[src/hdl/scfc_pkg.sv]
package scfc_pkg;

  localparam int MAX_FRAME   = 16;
  localparam int COUNT_W     = 7;
  localparam int SUM_MOD     = 1000;
  localparam int SUM_W       = 10;
  localparam int DIGIT_COUNT = 3;
  localparam int OVERHEAD    = 3 + 4;

  localparam logic [7:0] SYNC_RESET = 8'd33;
  localparam logic [7:0] END_RESET  = 8'd35;
  localparam logic [7:0] CHAR_ZERO  = 8'h30;
  localparam logic [7:0] CHAR_NINE  = 8'h39;

  typedef enum logic [1:0] {
    REG_SYNC = 2'd0,
    REG_END  = 2'd1
  } reg_index_t;

  typedef enum logic [1:0] {
    ST_OK        = 2'd0,
    ST_BAD_CMD   = 2'd1,
    ST_BAD_FRAME = 2'd2,
    ST_BAD_SUM   = 2'd3
  } status_t;

  typedef struct packed {
    logic             hit;
    logic [2:0]       payload_len;
  } cmd_info_t;

  // Frame context handed to the verdict logic.
  typedef struct packed {
    logic [COUNT_W-1:0] byte_count;
    logic               overflowed;
    logic [SUM_W-1:0]   sum_mod;
    logic [7:0]         digit0;
    logic [7:0]         digit1;
    logic [7:0]         digit2;
    logic [7:0]         command;
  } frame_t;

  function automatic cmd_info_t cmd_lookup(input logic [7:0] c);
    cmd_info_t info;
    info.hit = 1'b1;
    case (c)
      8'h30:   info.payload_len = 3'd2;
      8'h31:   info.payload_len = 3'd4;
      8'h32, 8'h33, 8'h34, 8'h35, 8'h36, 8'h37:
               info.payload_len = 3'd0;
      8'h41:   info.payload_len = 3'd4;
      8'h42:   info.payload_len = 3'd4;
      8'h43:   info.payload_len = 3'd3;
      8'h44:   info.payload_len = 3'd3;
      8'h45:   info.payload_len = 3'd3;
      8'h5A:   info.payload_len = 3'd2;
      default: begin
        info.hit         = 1'b0;
        info.payload_len = 3'd0;
      end
    endcase
    return info;
  endfunction

  function automatic logic is_digit(input logic [7:0] c);
    return (c >= CHAR_ZERO) && (c <= CHAR_NINE);
  endfunction

endpackage

[src/hdl/scfc_verdict.sv]
module scfc_verdict
  import scfc_pkg::*;
(
  input  frame_t  frame,
  output status_t status
);

  cmd_info_t          info;
  logic [COUNT_W-1:0] expect_count;
  logic [3:0]         d0;
  logic [3:0]         d1;
  logic [3:0]         d2;
  logic [SUM_W-1:0]   given;
  logic               digits_ok;

  assign info = cmd_lookup(frame.command);
  // count excludes the end byte, so a good frame has OVERHEAD-1 + payload bytes
  assign expect_count = COUNT_W'(OVERHEAD - 1) + COUNT_W'(info.payload_len);

  assign d0 = 4'(frame.digit0 - CHAR_ZERO);
  assign d1 = 4'(frame.digit1 - CHAR_ZERO);
  assign d2 = 4'(frame.digit2 - CHAR_ZERO);
  assign given = SUM_W'(d0) * SUM_W'(100) + SUM_W'(d1) * SUM_W'(10) + SUM_W'(d2);
  assign digits_ok = is_digit(frame.digit0) && is_digit(frame.digit1) &&
                     is_digit(frame.digit2);

  always_comb begin
    if (!info.hit) begin
      status = ST_BAD_CMD;
    end else if (frame.overflowed || frame.byte_count != expect_count) begin
      status = ST_BAD_FRAME;
    end else if (!digits_ok || given != frame.sum_mod) begin
      status = ST_BAD_SUM;
    end else begin
      status = ST_OK;
    end
  end

endmodule

[config.mk]
export PLATFORM = sky130hd
export DESIGN_NAME = scfc_verdict
export DESIGN_NICKNAME = d
export VERILOG_FILES = /design/src/hdl/scfc_pkg.sv /design/src/hdl/scfc_verdict.sv
export SDC_FILE = /design/constraint.sdc
export NUM_CORES = 1
export LEC_CHECK = 0
export BUFFER_PORTS_ARGS = -buffer_cell sky130_fd_sc_hd__buf_4
export CORE_UTILIZATION = 30
export DETAILED_ROUTE_END_ITERATION = 8
export GPL_ROUTABILITY_DRIVEN = 0
export PLACE_DENSITY = 0.63
export SYNTH_ARGS = -nofsm -noshare
export SYNTH_HDL_FRONTEND = slang
export SYNTH_SLANG_ARGS = --single-unit
[constraint.sdc]
create_clock -name vclk -period 4.4
set_clock_uncertainty 0.05 [all_clocks]
set_input_delay 0.44 -clock vclk [all_inputs]
set_output_delay 0.44 -clock vclk [all_outputs]
set_load 0.01 [all_outputs]
Word-level counts from Yosys, hierarchy flattened

Cells that the tools add are included.

Bits in registers: 0
Input port bits: 50

Multiplexer cells: 5
Reductions and logical operators: 12
Multiply operators: 2
Order comparisons: 6
Equal/unequal tests: 16
Add/sub/neg operators: 6

Operators with widths:

| operator                                                       | count |
|---|---|
| equality test 8 x 6 -> 1 bit, second input constant            | 8 |
| equality test 8 x 7 -> 1 bit, second input constant            | 6 |
| >= comparator 8 x 6 -> 1 bit, second input constant            | 3 |
| less-or-equal comparator 8 x 6 -> 1 bit, second input constant | 3 |
| OR reduction 14 bit                                            | 1 |
| subtractor 4 x 1 -> 4 bit, second input constant               | 3 |
| adder 10 x 4 -> 10 bit                                         | 1 |
| adder 10 x 8 -> 10 bit                                         | 1 |
| inequality test 10 bit                                         | 1 |
| one-hot mux 3 bit (3 select lines)                             | 1 |
| multiplier 4 x 5 -> 8 bit, second input constant               | 1 |
| multiplier 4 x 3 -> 7 bit, second input constant               | 1 |
| inequality test 7 x 4 -> 1 bit                                 | 1 |
| two-way mux 2 bit                                              | 3 |
| OR reduction 3 bit                                             | 2 |
| logical AND 1 bit                                              | 5 |
| adder 3 x 3 -> 4 bit, first input constant                     | 1 |
| logical OR 1 bit                                               | 2 |
| OR reduction 2 bit                                             | 1 |
| logical NOT 1 bit                                              | 1 |
| two-way mux 1 bit                                              | 1 |

Longest topological paths before layout

Gate-level depths: netlist of the first run.

Word-level depth: 9
Gate-level depth with buffers: 14
Depth with buffers taken out: 14

Worst setup path after synthesis of the first run

No wires, ideal clock.

Path kind: input port to output port
Start: input port frame[25] in the netlist's numbering
End: output port status[1]
Slack: 0.809 ns
Required time: 3.910 ns
Cell stages on the path: 14
Data arrival time: 3.101 ns
Path through: inv_1 -> ha_1 -> ha_1 -> inv_1 -> fa_1 -> inv_1 -> ha_1 -> ha_1 -> xor2_1 -> o21a_1 -> a41o_1 -> o2111ai_1 -> nor4b_2 -> a21boi_1

Word-level cells in the longest chain between the ends: 9

RTL lines:

| element                                                        | line                                   | text |
|---|---|---|
| from (decl)                                                    | scfc_verdict.sv:4                      | `input frame_t frame,` |
| subtractor 4 x 1 -> 4 bit, or another cell as far along        | scfc_verdict.sv:20                     | `assign d0 = 4'(frame.digit0 - CHAR_ZERO);` |
| multiplier 4 x 5 -> 8 bit or logical AND 1 bit (tied branches) | scfc_verdict.sv:23, scfc_pkg.sv:66     |  |
| adder 10 x 8 -> 10 bit or logical AND 1 bit (tied branches)    | scfc_verdict.sv:23, scfc_verdict.sv:24 |  |
| adder 10 x 4 -> 10 bit or logical AND 1 bit (tied branches)    | scfc_verdict.sv:23, scfc_verdict.sv:24 |  |
| inequality test 10 bit or logical NOT 1 bit (tied branches)    | scfc_verdict.sv:32                     | `end else if (!digits_ok \|\| given != frame.sum_mod) begin` |
| logical OR 1 bit *                                             | scfc_verdict.sv:32                     |  |
| two-way mux 2 bit *                                            | scfc_verdict.sv:32                     |  |
| two-way mux 2 bit *                                            | scfc_verdict.sv:30                     | `end else if (frame.overflowed \|\| frame.byte_count != expect_count) begin` |
| two-way mux 2 bit *                                            | scfc_verdict.sv:28                     | `if (!info.hit) begin` |
| to (decl)                                                      | scfc_verdict.sv:5                      | `output status_t status` |

Mark *: on every way between the ends. The rest lies on a longest branch, timed or not.

Worst setup path after layout of the first run

Ends and elaborated chain as after synthesis.

==> results of run 1 <==
[placed cells by master, fill, tap and decap left out, types with 2 or more instances in the layout]
cell type / Yosys / final
o21ai_1: 2 / 2
nand2_1: 2 / 2
inv_1: 15 / 15
nor2b_1: 5 / 5
nor2_1: 5 / 5
nand3b_1: 3 / 3
ha_1: 30 / 30
o21ai_0: 10 / 10
buf_4: 0 / 52
nor4bb_1: 3 / 3
a21oi_1: 5 / 5
fa_1: 5 / 5
xnor2_1: 9 / 9
nor4b_1: 3 / 3
nand4_1: 3 / 3
nand3_1: 3 / 3
a2111oi_4: 2 / 2
xor2_1: 10 / 10
[metrics by stage]
step                      setup slack [ns]  total power, mW  utilization  cell area, um2
after global placement               0.460            0.250        0.442            1660
after floorplan                      0.809            0.172            -            1200
after detailed placement             0.385            0.251        0.442            1660
final                                0.406            0.250        0.442            1660
after global routing                 0.142            0.281        0.442            1660
after CTS                            0.385            0.253        0.442            1660
[layer usage]
metal	global-route usage	up-vias	wire length (um)
met1	0.178	525	1320
met3	0	0	20
met4	0	0	0
met2	0.211	7	1340
li1	-	600	-
met5	0	-	0
[area by class of cell]
class / instances / share of cell area
multi-input combinational: 121 / 0.694
timing repair buffer: 52 / 0.236
tap: 48 / 0.0363
inverter: 15 / 0.0340
[power groups by stage]
stage                     combinational, mW  clock [mW]  sequential (mW)
after floorplan                       0.172           0                0
after global placement                0.250           0                0
after detailed placement              0.251           0                0
after CTS                             0.253           0                0
after global routing                  0.281           0                0
final                                 0.250           0                0
[cell families (layout without fill, tap and decap cells)]
logic type                 after synthesis  count (layout)  share of synthesized area
xor gates and xnor gates                20              20                      0.158
AOI/OAI and AO/OA                       29              29                      0.186
and+or+nand+nor                         37              37                      0.215
buffers and inverters                   15              67                     0.0467
adders and majority gates               35              35                      0.395
[worst min path at each step]
stage / start / to / slack, ns / cells past startpoint
5_1_grt: frame[42] / status[0] / 1.26 / 5
4_1_cts: frame[42] / status[0] / 1.24 / 5
6_report: frame[42] / status[0] / 1.23 / 5
3_5_place_dp: frame[42] / status[0] / 1.23 / 5
2_1_floorplan: frame[42] / status[0] / 1.03 / 3
3_3_place_gp: frame[42] / status[0] / 1.23 / 5
==> flow_metrics.env, run 1 <==
export IMPL_crit_fanout=4
export IMPL_multi_input_area_um2=1150
export IMPL_synth_most_common_cell="ha_1"
export IMPL_cp_endpoint="status[1]"
export IMPL_wl_mm=2.69
export IMPL_area_sequential_um2=0
export IMPL_grt_max_degree=9
export IMPL_path_depth=16
export IMPL_arrival_ns=3.50
export IMPL_num_vias=1132
export IMPL_yosys_top_cells_area="ha_1, fa_1, xor2_1"
export IMPL_synth_avg_cell_area_um2=8.86
export IMPL_drt_iter0_markers=20
export IMPL_ys_types=38
export IMPL_io_pins=52
export IMPL_routed_via_density=4.80
export IMPL_port_buffers=52
export IMPL_finalSetupTns_ns=0
export IMPL_maxCapViolations=0
export IMPL_drtPass1Iterations=4
export IMPL_crit_path_frequent_cell="ha_1"
export IMPL_start_util=0.322
export IMPL_routedWlPerCell_um=11.4
export IMPL_final_cells=236
export IMPL_synth_commonest_cells="ha_1, inv_1, o21ai_0, xor2_1, xnor2_1"
export IMPL_path_buf_inv=5
export IMPL_clkPwrFrac=0
export IMPL_p_sw_frac=0.483
export IMPL_vdd_drop_max_mv=0.0658
export IMPL_hold_viol_final=0
export IMPL_pwr_share_seq=0
export IMPL_first_global_vias=1014
export IMPL_place_inst=236
export IMPL_fmax_mhz=250
export IMPL_crit_start="frame[25]"
export IMPL_synthCells=136
export IMPL_rsz0062_at_grt="no"
export IMPL_crit_chain="buf_4, inv_1, ha_1, ha_1, inv_1, fa_1, inv_1, ha_1, ha_1, xor2_1, o21a_1, a41o_1, o2111ai_1, nor4b_2, a21boi_1, buf_4"
export IMPL_p_int_mw=0.129
export IMPL_worstHoldPathType="input pin to output pin"
export IMPL_hpwl_mm=2.46
export IMPL_crit_path_end_kind="output pin"
export IMPL_path_class="input pin to output pin"
export IMPL_slowest_stage="fa_1"
export IMPL_relSlewSlack=0.783
export IMPL_power_density_nw_per_um2=151
export IMPL_fp_dieW_um=65.4
export IMPL_nets=275
export IMPL_fin_crit_sh=0.908
export IMPL_grt_pass1_wl_mm=4.28
export IMPL_grt_overflow=0
export IMPL_slew_viol_final=0
export IMPL_ant_nets=0
export IMPL_synth_area_um2=1200
export IMPL_rows=22
export IMPL_antenna_found_initial=0
export IMPL_synth_top_area_cell="ha_1"
export IMPL_synth_top_area_share=0.312
export IMPL_clock_buffers=0
export IMPL_track_usage=0.122
export IMPL_yosysWarnings=0
export IMPL_status="finished, final reports clean"
export IMPL_post_cts_buffers=0
export IMPL_die_area_um2=4270
export IMPL_synth_fp_nets=221
export IMPL_ys_seq_area_frac=0
export IMPL_cts_resized=0
export IMPL_power_switching_mw=0.121
export IMPL_drive_gt1_frac=0.309
export IMPL_cp_start_kind="input pin"
export IMPL_worst_pin_slew_ns=0.322
export IMPL_required_ns=3.91
export IMPL_hold_ws_ns=1.23
export IMPL_power_leakage_nw=0.792
export IMPL_n_antenna_cell=0
export IMPL_fin_crit_ns=3.99
export IMPL_drc=0
export IMPL_finalSetupViolCount=0
export IMPL_power_share_combinational=1.000
export IMPL_synthToLayoutAreaGrowth_pct=37.4
export IMPL_cpPeakStageDelay_ns=0.47
export IMPL_core_area_um2=3740
export IMPL_final_fill_count=405
export IMPL_seq_cell_count=0
export IMPL_hold_buffers=0
export IMPL_chipHeight_um=65.4
export IMPL_cp_top_family="adder cells"
(Power assumes the default switching activity.)
==> inputs of run 2 (changes only) <==
==> constraint.sdc (replaced) <==
create_clock -name vclk -period 4.4
set_clock_uncertainty 0.05 [all_clocks]
set_input_delay 0.22 -clock vclk [all_inputs]
set_output_delay 0.22 -clock vclk [all_outputs]
set_load 0.01 [all_outputs]
==> flow_metrics.env, run 2 (synthesis results as in run 1) <==
export IMPL_final_fill_count=400
export IMPL_routed_via_density=4.79
export IMPL_relSlewSlack=0.778
export IMPL_clock_buffers=0
export IMPL_hold_buffers=0
export IMPL_crit_fanout=4
export IMPL_track_usage=0.131
export IMPL_vdd_drop_max_mv=0.0786
export IMPL_core_area_um2=3740
export IMPL_fp_dieW_um=65.4
export IMPL_die_area_um2=4270
export IMPL_finalSetupTns_ns=0
export IMPL_wl_mm=2.75
export IMPL_cpPeakStageDelay_ns=0.47
export IMPL_power_density_nw_per_um2=151
export IMPL_power_leakage_nw=0.792
export IMPL_first_global_vias=1063
export IMPL_finalSetupViolCount=0
export IMPL_drt_iter0_markers=23
export IMPL_cp_start_kind="input pin"
export IMPL_fin_crit_sh=0.805
export IMPL_ant_nets=0
export IMPL_dpl_cell_area_um2=1660
export IMPL_crit_chain="buf_4, inv_1, ha_1, ha_1, inv_1, fa_1, inv_1, ha_1, ha_1, xor2_1, o21a_1, a41o_1, o2111ai_1, nor4b_2, a21boi_1, buf_4"
export IMPL_area_sequential_um2=0
export IMPL_synthToLayoutAreaGrowth_pct=37.4
export IMPL_rsz0062_at_grt="no"
export IMPL_fin_crit_ns=3.54
export IMPL_layout_commonest_cell="buf_4"
export IMPL_required_ns=4.13
export IMPL_hold_viol_final=0
export IMPL_slew_viol_final=0
export IMPL_slowest_stage="fa_1"
export IMPL_status="finished, final reports clean"
export IMPL_path_class="input pin to output pin"
export IMPL_grt_overflow=0
export IMPL_worst_pin_slew_ns=0.330
export IMPL_seq_cell_count=0
export IMPL_grt_pass1_wl_mm=4.64
export IMPL_num_vias=1130
export IMPL_final_cell_mix="buf_4, ha_1, inv_1, xor2_1, o21ai_0"
export IMPL_start_util=0.322
export IMPL_antenna_found_initial=0
export IMPL_drtPass1Iterations=3
export IMPL_cts_resized=0
export IMPL_n_antenna_cell=0
export IMPL_chipHeight_um=65.4
export IMPL_maxCapViolations=0
export IMPL_worstHoldPathType="input pin to output pin"
export IMPL_p_total_mw=0.250
export IMPL_stdcell_area_um2=1660
export IMPL_hpwl_mm=2.49
export IMPL_routedWlPerCell_um=11.6
export IMPL_port_buffers=52
export IMPL_grt_max_degree=9
export IMPL_fmax_mhz=282
export IMPL_io_pins=52
export IMPL_nets=275
export IMPL_arrival_ns=3.27
export IMPL_hold_depth=5
export IMPL_rows=22
export IMPL_crit_path_end_kind="output pin"
export IMPL_post_cts_buffers=0
export IMPL_drive_gt1_frac=0.309
export IMPL_crit_path_frequent_cell="ha_1"
export IMPL_drc=0
[run 2: cell counts in the layout (fill, tap and decap cells not counted)]
No cell type changed its count.
[run 2: layout make-up]
class / count / area [um2] / area share
inverter: 15 / 56.3 / 0.0340
multi-input combinational: 121 / 1150 / 0.694
tap: 48 / 60.1 / 0.0363
timing repair buffer: 52 / 390 / 0.236
[run 2: path summary, 6_finish.rpt]
kind,startpoint,end
max,frame[25],status[1]
min,frame[42],status[0]
[run 2: stage by stage]
step           utilization  std cells  hold slack [ns]  worst slack (ns)
2_1_floorplan            -        136            0.589              1.25
3_3_place_gp         0.442        236            0.790             0.900
3_5_place_dp         0.442        236            0.792             0.834
4_1_cts              0.442        236            0.795             0.834
5_1_grt              0.442        236            0.833             0.586
6_report             0.442        236            0.792             0.857
[run 2: critical path: cells and delay by family]
family / cells / cell delay [ns]
AOI/OAI and AO/OA: 4 / 0.49
adders and majority gates: 5 / 1.54
xor gates and xnor gates: 1 / 0.24
and+or+nand+nor: 1 / 0.37
buffers and inverters: 5 / 0.41
[run 2: report_power, final]
part           total (mW)  internal, mW  switching, mW
clock                   0             0              0
sequential              0             0              0
combinational       0.250         0.129          0.121
[run 2: routing by layer]
layer | track usage | wire, um | share of wire
met5 | 0 | 0 | 0
met4 | 0 | 0 | 0
met3 | 0.00174 | 26 | 0.0095
met2 | 0.228 | 1330 | 0.48
met1 | 0.191 | 1390 | 0.51
==> inputs of run 3 (changes only) <==
Clock period 4.4 ns to 3.7 ns, I/O delays scaled along.
==> flow_metrics.env, run 3 (synthesis results as in run 1) <==
export IMPL_status="finished, final reports clean"
export IMPL_io_pins=52
export IMPL_hold_viol_final=0
export IMPL_power_density_nw_per_um2=181
export IMPL_worst_pin_slew_ns=0.333
export IMPL_grt_max_degree=9
export IMPL_clock_buffers=0
export IMPL_fin_crit_sh=0.925
export IMPL_slew_viol_final=0
export IMPL_crit_path_end_kind="output pin"
export IMPL_drc=0
export IMPL_fin_crit_ns=3.42
export IMPL_dpl_cell_area_um2=1660
export IMPL_first_global_vias=1024
export IMPL_fmax_mhz=292
export IMPL_power_switching_mw=0.146
export IMPL_relSlewSlack=0.776
export IMPL_drtPass1Iterations=4
export IMPL_clkPwrFrac=0
export IMPL_power_leakage_nw=0.793
export IMPL_fp_dieW_um=65.4
export IMPL_chipHeight_um=65.4
export IMPL_pwr_share_seq=0
export IMPL_wl_mm=2.70
export IMPL_synthToLayoutAreaGrowth_pct=38.0
export IMPL_final_cell_mix="buf_4, ha_1, inv_1, o21ai_0"
export IMPL_grt_overflow=0
export IMPL_ant_nets=0
export IMPL_hpwl_mm=2.47
export IMPL_grt_pass1_wl_mm=4.44
export IMPL_crit_fanout=6
export IMPL_maxCapViolations=0
export IMPL_track_usage=0.126
export IMPL_p_int_mw=0.156
export IMPL_core_area_um2=3740
export IMPL_port_buffers=52
export IMPL_rows=22
export IMPL_cp_start_kind="input pin"
export IMPL_crit_path_frequent_cell="ha_1"
export IMPL_area_sequential_um2=0
export IMPL_start_util=0.322
export IMPL_drt_iter0_markers=41
export IMPL_layout_commonest_cell="buf_4"
export IMPL_slowest_stage="fa_1"
export IMPL_hold_ws_ns=0.731
export IMPL_antenna_found_initial=0
export IMPL_n_antenna_cell=0
export IMPL_post_cts_buffers=0
export IMPL_nets=275
export IMPL_routed_via_density=4.77
export IMPL_required_ns=3.46
export IMPL_path_class="input pin to output pin"
export IMPL_vdd_drop_max_mv=0.0828
export IMPL_finalSetupViolCount=0
export IMPL_crit_chain="buf_4, ha_1, ha_1, fa_1, xor2_1, ha_1, ha_1, and2_1, o21a_1, a41o_1, o2111ai_1, nor4b_2, o21ai_1, buf_4"
export IMPL_stdcell_area_um2=1660
export IMPL_cpPeakStageDelay_ns=0.39
export IMPL_fin_ws_ns=0.276
export IMPL_power_share_combinational=1.000
export IMPL_pre_cts_ws_ns=0.171
export IMPL_p_total_mw=0.302
export IMPL_finalSetupTns_ns=0
export IMPL_seq_cell_count=0
export IMPL_rsz0062_at_grt="no"
export IMPL_arrival_ns=3.19
export IMPL_drive_gt1_frac=0.314
export IMPL_num_vias=1125
export IMPL_worstHoldPathType="input pin to output pin"
export IMPL_die_area_um2=4270
export IMPL_hold_depth=5
export IMPL_routedWlPerCell_um=11.4
export IMPL_p_sw_frac=0.483
==> run 3: repair_timing <==
action                                  CTS  global route
hold buffers                              0             0
hold endpoints to repair                  0             0
gates resized for setup                   0             1
endpoints found under the setup margin    0             2
==> run 3: final cells by class <==
type / instances / area, um2
multi-input combinational: 121 / 1160
tap: 48 / 60.1
inverter: 15 / 56.3
timing repair buffer: 52 / 390
fill: 390 / 2080
==> run 3: metrics by stage <==
stage,util,cells
CTS,0.442,236
floorplan,-,136
finish,0.444,236
global placement,0.442,236
detailed placement,0.442,236
global route,0.444,236
==> run 3: power groups by stage <==
stage	Combinational (mW)	Clock, mW	Sequential, mW
5_1_grt	0.339	0	0
4_1_cts	0.302	0	0
3_5_place_dp	0.300	0	0
2_1_floorplan	0.205	0	0
3_3_place_gp	0.298	0	0
6_report	0.302	0	0
==> run 3: final timing paths <==
path,start,end,slack (ns)
worst max-delay path,frame[17],status[0],0.28
worst min-delay path,frame[42],status[0],0.73
==> run 3: critical path: cells and delay by family <==
family                     cells  cell delay [ns]
AOI/OAI and AO/OA              4             0.74
and+or+nand+nor                2             0.29
adders and majority gates      5             1.55
buffers and inverters          2             0.27
xor gates and xnor gates       1             0.16
==> run 3: routing by layer <==
metal | wire, um | global-route usage
met4 | 0 | 0
met1 | 1360 | 0.189
met3 | 16 | 0
met2 | 1320 | 0.211
met5 | 0 | 0
